**src/hw/rtl/pbcl_ram.sv**
```systemverilog
// Generic single-write, single-read RAM with registered read data.
// No dependencies.
module pbcl_ram #(
  parameter int WIDTH = 8,
  parameter int DEPTH = 256
) (
  input  logic                       clk,
  input  logic                       we,
  input  logic [$clog2(DEPTH)-1:0]   waddr,
  input  logic [WIDTH-1:0]           wdata,
  input  logic [$clog2(DEPTH)-1:0]   raddr,
  output logic [WIDTH-1:0]           rdata
);

  logic [WIDTH-1:0] mem [DEPTH];

  always_ff @(posedge clk) begin
    if (we) begin
      mem[waddr] <= wdata;
    end
    rdata <= mem[raddr];
  end

endmodule

```
**config.mk**
```make
export PLATFORM = sky130hd
export DESIGN_NAME = pbcl_ram
export DESIGN_NICKNAME = d
export VERILOG_FILES = /design/src/hw/rtl/pbcl_ram.sv
export SDC_FILE = /design/constraint.sdc
export NUM_CORES = 2
export LEC_CHECK = 0
export ABC_AREA = 1
export BUFFER_PORTS_ARGS = -buffer_cell sky130_fd_sc_hd__buf_4
export CAP_MARGIN = 15
export CORE_MARGIN = 1
export CORE_UTILIZATION = 40
export DETAILED_ROUTE_END_ITERATION = 10
export HOLD_SLACK_MARGIN = 0.12
export PLACE_DENSITY_LB_ADDON = 0.08
export SKIP_LAST_GASP = 1
export SYNTH_ARGS = -nofsm -noshare
export SYNTH_HDL_FRONTEND = slang
export SYNTH_SLANG_ARGS = --single-unit
```
**constraint.sdc**
```tcl
create_clock -name clk -period 3.9 [get_ports clk]
set_input_delay 0.975 -clock clk [delete_from_list [all_inputs] [get_ports clk]]
set_output_delay 0.975 -clock clk [all_outputs]
set_load 0.05 [all_outputs]
```
==> results.json <==
{
  "status": "complete, no violations",
  "powerDensity_nw_per_um2": 499,
  "r2r_start": "mem[35][6]$_DFFE_PP_",
  "path_class": "in2reg",
  "drcViolationCount": 0,
  "grt_setup_unrepaired": "false",
  "synth.area.mux_share": 0,
  "max_freq_mhz": 338,
  "cts_resized": 0,
  "grt_pass1_wl_um": 379000,
  "regArea_um2": 61700,
  "crit_fanout": 103,
  "final_antenna_net_count": 0,
  "io_buffer_count": 33,
  "cts_hold_buf": 0,
  "final_nets": 7228,
  "worst_pin_slew_ns": 0.980,
  "ys_seq_area_frac": 0.739,
  "maxSlewViolCount": 0,
  "hold_viol_final": 0,
  "end_kind": "flip-flop",
  "syn_area_um2": 83400,
  "finalCritPeriodShare": 0.759,
  "synth_fa_ha_area_frac": 0,
  "synth_top_family_by_area": "simple AND/OR/NAND/NOR gates",
  "cap_violations": 0,
  "routedWlPerCell_um": 25.6,
  "core_region_area_um2": 207000,
  "crit_path_start_kind": "primary input",
  "arrival_ns": 3.75,
  "crit_chain": "buf_8 -> inv_16 -> buf_12 -> nand2_1 -> nand3_1 -> nand3_1 -> nand3_1 -> nand3_1 -> nand3_1 -> nand3_1 -> nand2_1 -> nand2_1 -> nand2_1",
  "antenna_found_initial": 4,
  "hp-start": "wdata[6]",
  "clock_sinks": 2056,
  "grt_pass1_vias": 52900,
  "ios": 34,
  "slew_headroom": 0.344,
  "multi_input_area_um2": 19200,
  "leakage_nw": 33.6,
  "num_rows": 167,
  "initial_core_util": 0.403,
  "nFillCells": 18900,
  "cp.required_ns": 4.69,
  "cpPeakStageDelay_ns": 0.36,
  "peakVddDrop_uv": 471,
  "die_y_um": 459,
  "total_power_mw": 47.8,
  "synth-simple-area-share": 0.229,
  "grt_usage": 0.246,
  "vias": 55200,
  "synth_cell_types": 14,
  "min_period_ns": 2.96,
  "die_x_um": 459,
  "routabilityCongestion": 0.846,
  "skew_ns": 0.0301,
  "area_growth_pct": 14.9,
  "die_area_um2": 210000,
  "cts_htree_levels": 4,
  "cts_tree": "yes",
  "yosys_warnings": 0,
  "grt_max_degree": 130,
  "synth_xor_xnor_area_share": 0,
  "drt_iter0_drc": 5477,
  "numCtsBuffers": 218,
  "clk_pin_slew_worst_paths_ns": 0.06,
  "syn-num-nets": 7029,
  "critPathLaunch": "raddr[0]",
  "clk-insertion-delay-late_ns": 0.87,
  "hold_ws_ns": 0.489,
  "grt_overflow": 0,
  "wl_um": 261000,
  "synth-seq-cells": 2056,
  "dp_hpwl_um": 156000,
  "crit_slowest_cell": "buf_12",
  "stdcell_area_um2": 95800,
  "via_per_inst": 5.42,
  "placed_cell_area_um2": 88900,
  "netlist_instances": 7003,
  "drive_gt1_frac": 0.104,
  "ctsRootBufferMaster": "clkbuf_16",
  "final-setup-viol-count": 0,
  "cts_setup_buffers": 0,
  "cp_common_cell": "nand3_1",
  "drt_pre_antenna_iters": 5,
  "avgSynthCellArea_um2": 11.9,
  "hp-class": "in2reg",
  "finalSetupTns_ns": 0,
  "synth_compound_area_frac": 0,
  "cts_max_path_buffers": 3
}
==> cell type report <==
| class | count | share of cell area |
|---|---|---|
| flip-flops and latches | 2056 | 0.643 |
| multi-input cells | 4425 | 0.200 |
| clock buffers | 275 | 0.0601 |
| repair buffers | 462 | 0.0462 |
| well taps | 2788 | 0.0364 |
| clock inverters | 130 | 0.0118 |
| inverters | 39 | 0.00191 |
| diodes | 4 | 0.000104 |
==> path summary, 6_finish.rpt <==
kind | end | slack (ns) | cells past startpoint
worst max-delay path | rdata[6]$_DFF_P_ | 0.94 | 13
worst min-delay path | mem[112][6]$_DFFE_PP_ | 0.49 | 1
worst max register to register | rdata[6]$_DFF_P_ | 1.74 | 10
worst min register to register | rdata[2]$_DFF_P_ | 0.98 | 10
==> cells in the mapped netlist <==
library cell / n / area (um^2)
buf_6: 16 / 180
inv_1: 36 / 135
dfxtp_1: 8 / 160
buf_2: 268 / 1340
inv_4: 1 / 6.26
buf_8: 1 / 15.0
buf_4: 46 / 345
clkbuf_1: 112 / 420
edfxtp_1: 2048 / 61500
inv_2: 2 / 7.51
buf_1: 40 / 150
nand3_1: 2019 / 10100
nor2_1: 283 / 1060
nand2_1: 2123 / 7970
==> cells in the final DEF (no fill, tap or decap), types with 51 or more instances in the layout <==
| master | synthesis | layout |
|---|---|---|
| clkbuf_16 | 0 | 221 |
| clkinv_1 | 0 | 65 |
| clkbuf_1 | 112 | 51 |
| buf_4 | 46 | 380 |
| edfxtp_1 | 2048 | 2048 |
| nand2_1 | 2123 | 2109 |
| nand3_1 | 2019 | 2019 |
| nor2_1 | 283 | 283 |
| buf_12 | 0 | 70 |
==> worst max-delay path: cells and delay by family <==
kind / cells / cell delay, ns
and+or+nand+nor: 10 / 1.68
buffers and inverters: 3 / 0.81
==> registers in the layout, summed over array words and instances (netlist names) <==
signal	count
rdata	8
mem	2048
==> logic make-up (layout without fill, tap and decap cells) <==
group	Yosys count	in the layout
buffers and inverters	522	906
flip-flops	2056	2056
AND/OR/NAND/NOR	4425	4425
other	0	4
==> routing by layer <==
| metal | track usage | up-vias | part of all wire |
|---|---|---|---|
| li1 | - | 25300 | - |
| met1 | 0.353 | 27700 | 0.44 |
| met2 | 0.393 | 1795 | 0.47 |
| met3 | 0.0304 | 347 | 0.057 |
| met4 | 0.0711 | 0 | 0.027 |
| met5 | 0 | - | 0 |
==> power breakdown <==
group | switching, mW | leakage, nW | internal [mW]
combinational | 2.31 | 11.8 | 0.775
sequential | 0.0299 | 18.5 | 24.4
clock | 8.78 | 3.37 | 11.5
==> stage by stage <==
stage               setup slack [ns]  utilization  cells
floorplan                       1.43            -   7003
finish                         0.941        0.463  10200
global placement              0.0838        0.429   9769
CTS                             1.01        0.463  10200
global route                   0.910        0.463  10200
detailed placement            0.0776        0.429   9770
No activity file was read; power rests on OpenSTA's default activity.
