File: src/hw/rtl/pbcl_div.sv
// Restoring divider, one quotient bit per cycle; a zero divisor gives a zero quotient.
// No dependencies.
module pbcl_div #(
  parameter int NW = 23,
  parameter int DW = 15
) (
  input  logic          clk,
  input  logic          rst,
  input  logic          start,
  input  logic [NW-1:0] num,
  input  logic [DW-1:0] den,
  output logic          done,
  output logic [NW-1:0] quot
);

  localparam int CW = $clog2(NW + 1);

  logic          busy;
  logic [CW-1:0] cnt;
  logic [DW:0]   rem;
  logic [NW-1:0] q;
  logic [DW-1:0] d;
  logic [DW:0]   sh;
  logic [DW+1:0] diff;
  logic          ge;

  assign sh   = {rem[DW-1:0], q[NW-1]};
  assign diff = {1'b0, sh} - {2'b00, d};
  assign ge   = !diff[DW+1];
  assign quot = (d == '0) ? '0 : q;

  always_ff @(posedge clk) begin
    if (rst) begin
      busy <= 1'b0;
      done <= 1'b0;
      cnt  <= '0;
    end else begin
      done <= 1'b0;
      if (start) begin
        busy <= 1'b1;
        cnt  <= CW'(NW);
        rem  <= '0;
        q    <= num;
        d    <= den;
      end else if (busy) begin
        rem <= ge ? diff[DW:0] : sh;
        q   <= {q[NW-2:0], ge};
        cnt <= cnt - 1'b1;
        if (cnt == CW'(1)) begin
          busy <= 1'b0;
          done <= 1'b1;
        end
      end
    end
  end

endmodule
File: config.mk
export PLATFORM = sky130hd
export DESIGN_NAME = pbcl_div
export DESIGN_NICKNAME = d
export VERILOG_FILES = /design/src/hw/rtl/pbcl_div.sv
export SDC_FILE = /design/constraint.sdc
export NUM_CORES = 1
export LEC_CHECK = 0
export ABC_CLOCK_PERIOD_IN_PS = 2700
export BUFFER_PORTS_ARGS = -buffer_cell sky130_fd_sc_hd__buf_2
export CAP_MARGIN = 20
export CELL_PAD_IN_SITES_DETAIL_PLACEMENT = 0
export CELL_PAD_IN_SITES_GLOBAL_PLACEMENT = 2
export CORE_MARGIN = 4
export CORE_UTILIZATION = 32
export CTS_CLUSTER_DIAMETER = 200
export CTS_CLUSTER_SIZE = 20
export DETAILED_ROUTE_END_ITERATION = 8
export MAX_ROUTING_LAYER = met4
export PLACE_DENSITY = 0.85
export SLEW_MARGIN = 20
export SYNTH_ARGS = -nofsm -noshare
export SYNTH_HDL_FRONTEND = slang
export SYNTH_SLANG_ARGS = --single-unit
export TNS_END_PERCENT = 20
File: constraint.sdc
create_clock -name clk -period 2.7 [get_ports clk]
set_clock_uncertainty 0.15 [all_clocks]
set_input_delay 0.135 -clock clk [delete_from_list [all_inputs] [get_ports clk]]
set_output_delay 0.135 -clock clk [all_outputs]
set_load 0.01 [all_outputs]
==> flow_summary.yaml <==
status:
  status: "finished clean"
yosys:
  synthDistinctLibCells: 44
  avgSynthCellArea_um2: 11.62
  synthFlopType: "edfxtp_1"
  synth_cells: 284
  yosysSeqAreaShare: 0.5246
  syn-num-nets: 343
  synthArstFlopShare: 0
  synth-edff-count: 53
  yosys_warnings: 0
  synth_area_um2: 3301
  synth-seq-cells: 60
final_layout:
  fin_util: 0.4587
  final_cell_area_um2: 4546
  layout_common_cells: "64 x buf_2, 53 x edfxtp_1, 40 x dlygate4sd3_1"
  area_growth_pct: 37.72
  diodes: 0
  final_nets: 469
  final_common_cell: "buf_2"
  layout.cells.non_filler: 548
  drive_gt1_frac: 0.3205
timing:
  slew_headroom: 0.4744
  period_needed_ns: 2.612
  max_clock_freq_mhz: 382.8
  setup_violations: 0
  rsz0062_at_grt: "true"
  post-route-period-util: 0.9675
  finalHoldViolations: 0
  hold_ws_ns: 0.3583
  slew_violations: 0
  worst_pin_slew_ns: 0.7818
critical_path:
  cpPeakStageDelay_ns: 0.40
  worstSetupPathType: "flop to flop"
  end_kind: "flop"
  path_cells: "ha_2, fa_2, nand2b_4, a21oi_4, o21ai_2, o2111a_2, nor2_8, buf_12, mux2i_1, nor2_1"
  critPathSlowestCell: "edfxtp_1"
  critical_path_required_ns: 2.63
  critical_path_arrival_ns: 2.54
  worstPathMaxFanout: 6
  critPathLaunchType: "flop"
placed_design:
  port_buffers: 64
  dpl_cell_area_um2: 3864
  hpwl_um: 5344
  placedCellCount: 486
  globalplace.congestion: 0.8121
route:
  ant_nets: 0
  wl_per_cell_um: 14.36
  routed_wl_um: 7868
  drc: 0
  firstDrtPassIters: 4
  dr.first_iter.drc_count: 80
  viasPerCell: 4.766
  vias: 2612
floorplanning:
  die_h_um: 109.6
  die-area_um2: 12000
  core_area_um2: 9910
  io_pins: 65
  die_x_um: 109.6
  initial_utilization: 0.3331
  row_count: 36
power_and_ir_drop:
  power_density_nw_per_um2: 584.6
  leakage_uw: 0.001860
  irDropWorstVdd_mv: 0.2590
global_routing:
  met1_usage: 0.1716
  grtUsageMet3: 0.03171
  antenna_found_initial: 0
  gr-total-overflow: 0
  grt_pass1_vias: 2669
  track_usage: 0.1439
  grt-busiest-layer: "met2"
  grtUsageMet2: 0.2363
  grt_pass1_wl_um: 12930
  grt_max_degree: 31
clock_network:
  clkLatencyLatePin_ns: 0.34
  path_clk_slew_ns: 0.07
  cts_buffers: 9
  cts_tree: "done"
  h-tree-depth: 3
  clock_path_buffers: 2
  cts_sinks: 60
  cts_root_buf: "clkbuf_8"
min_path:
  holdCritPathClass: "input port to flop"
run:
  cap_violations: 0
[per-stage QoR]
| step | setup TNS, ns | total power (uW) | setup WS [ns] |
|---|---|---|---|
| floorplan | 0 | 1597 | 0.1602 |
| global placement | 0 | 1769 | 0.05831 |
| detailed placement | -0.2736 | 1773 | -0.1003 |
| CTS | 0 | 2655 | 0.01195 |
| global route | -0.1313 | 2811 | -0.04528 |
| finish | 0 | 2657 | 0.08764 |
[area by class of cell]
cell class                 instances  area, um2
tap                              133      166.4
timing repair buffer             123      888.4
clock buffer                      10      127.6
multi-input combinational        196       1491
inverter                          20      75.07
clock inverter                     6      65.06
sequential                        60       1732
fill                             934       5364
[power breakdown]
group          switching [uW]  total (uW)  internal [uW]
clock network             378         805            426
registers                46.1        1150           1110
logic                     342         700            357
total                     767        2660           1890
[flip-flops by register name, indices dropped and copies added, names as in the netlist]
register and flops:
rem 15, d 15, q 23, done 1, busy 1, cnt 5
[synthesized netlist by cell type (6+ instances only)]
master,count,area share
o21ai_0,10,0.015
mux2i_1,6,0.018
ha_1,17,0.064
nand2_1,14,0.016
nor2_1,20,0.023
dfxtp_1,7,0.042
mux2_2,23,0.078
edfxtp_1,53,0.48
a21oi_1,21,0.032
xnor2_1,12,0.032
inv_1,20,0.023
and2_1,23,0.044
[logic make-up after synthesis]
logic type | synth area share
DFF | 0.5246
AOI/OAI and AO/OA | 0.1046
buffers and inverters | 0.03525
adders and majority gates | 0.07051
and+or+nand+nor | 0.1312
xor gates and xnor gates | 0.03715
muxes | 0.09667
[worst max-delay path: cells and delay by family (launching register included)]
family	cells	cell delay [ns]
adder cells (fa/ha/maj)	2	0.54
AO/OA/AOI/OAI	3	0.57
AND/OR/NAND/NOR	3	0.38
multiplexers	1	0.19
buffers and inverters	1	0.14
flip-flops	1	0.40
[per-layer routing]
metal,part of all wire,vias up
li1,-,1288
met1,0.45,1227
met2,0.48,79
met3,0.042,18
met4,0.029,0
met5,0,-
[repair_timing]
action / CTS / global route
setup buffers: 2 / 4
pin swaps: 1 / 3
setup endpoints to repair: 13 / 15
hold endpoints to repair: 44 / 0
hold buffers: 40 / 0
resized for setup: 1 / 5
[worst paths after layout]
path / start / endpoint / slack (ns) / cells after the start
min reg2reg: cnt[4] / cnt[4] / 0.42 / 2
max: d[0] / rem[9] / 0.09 / 10
min: den[4] / d[4] / 0.36 / 2
max reg2reg: d[0] / rem[9] / 0.09 / 10
No activity file was read; power rests on OpenSTA's default activity.
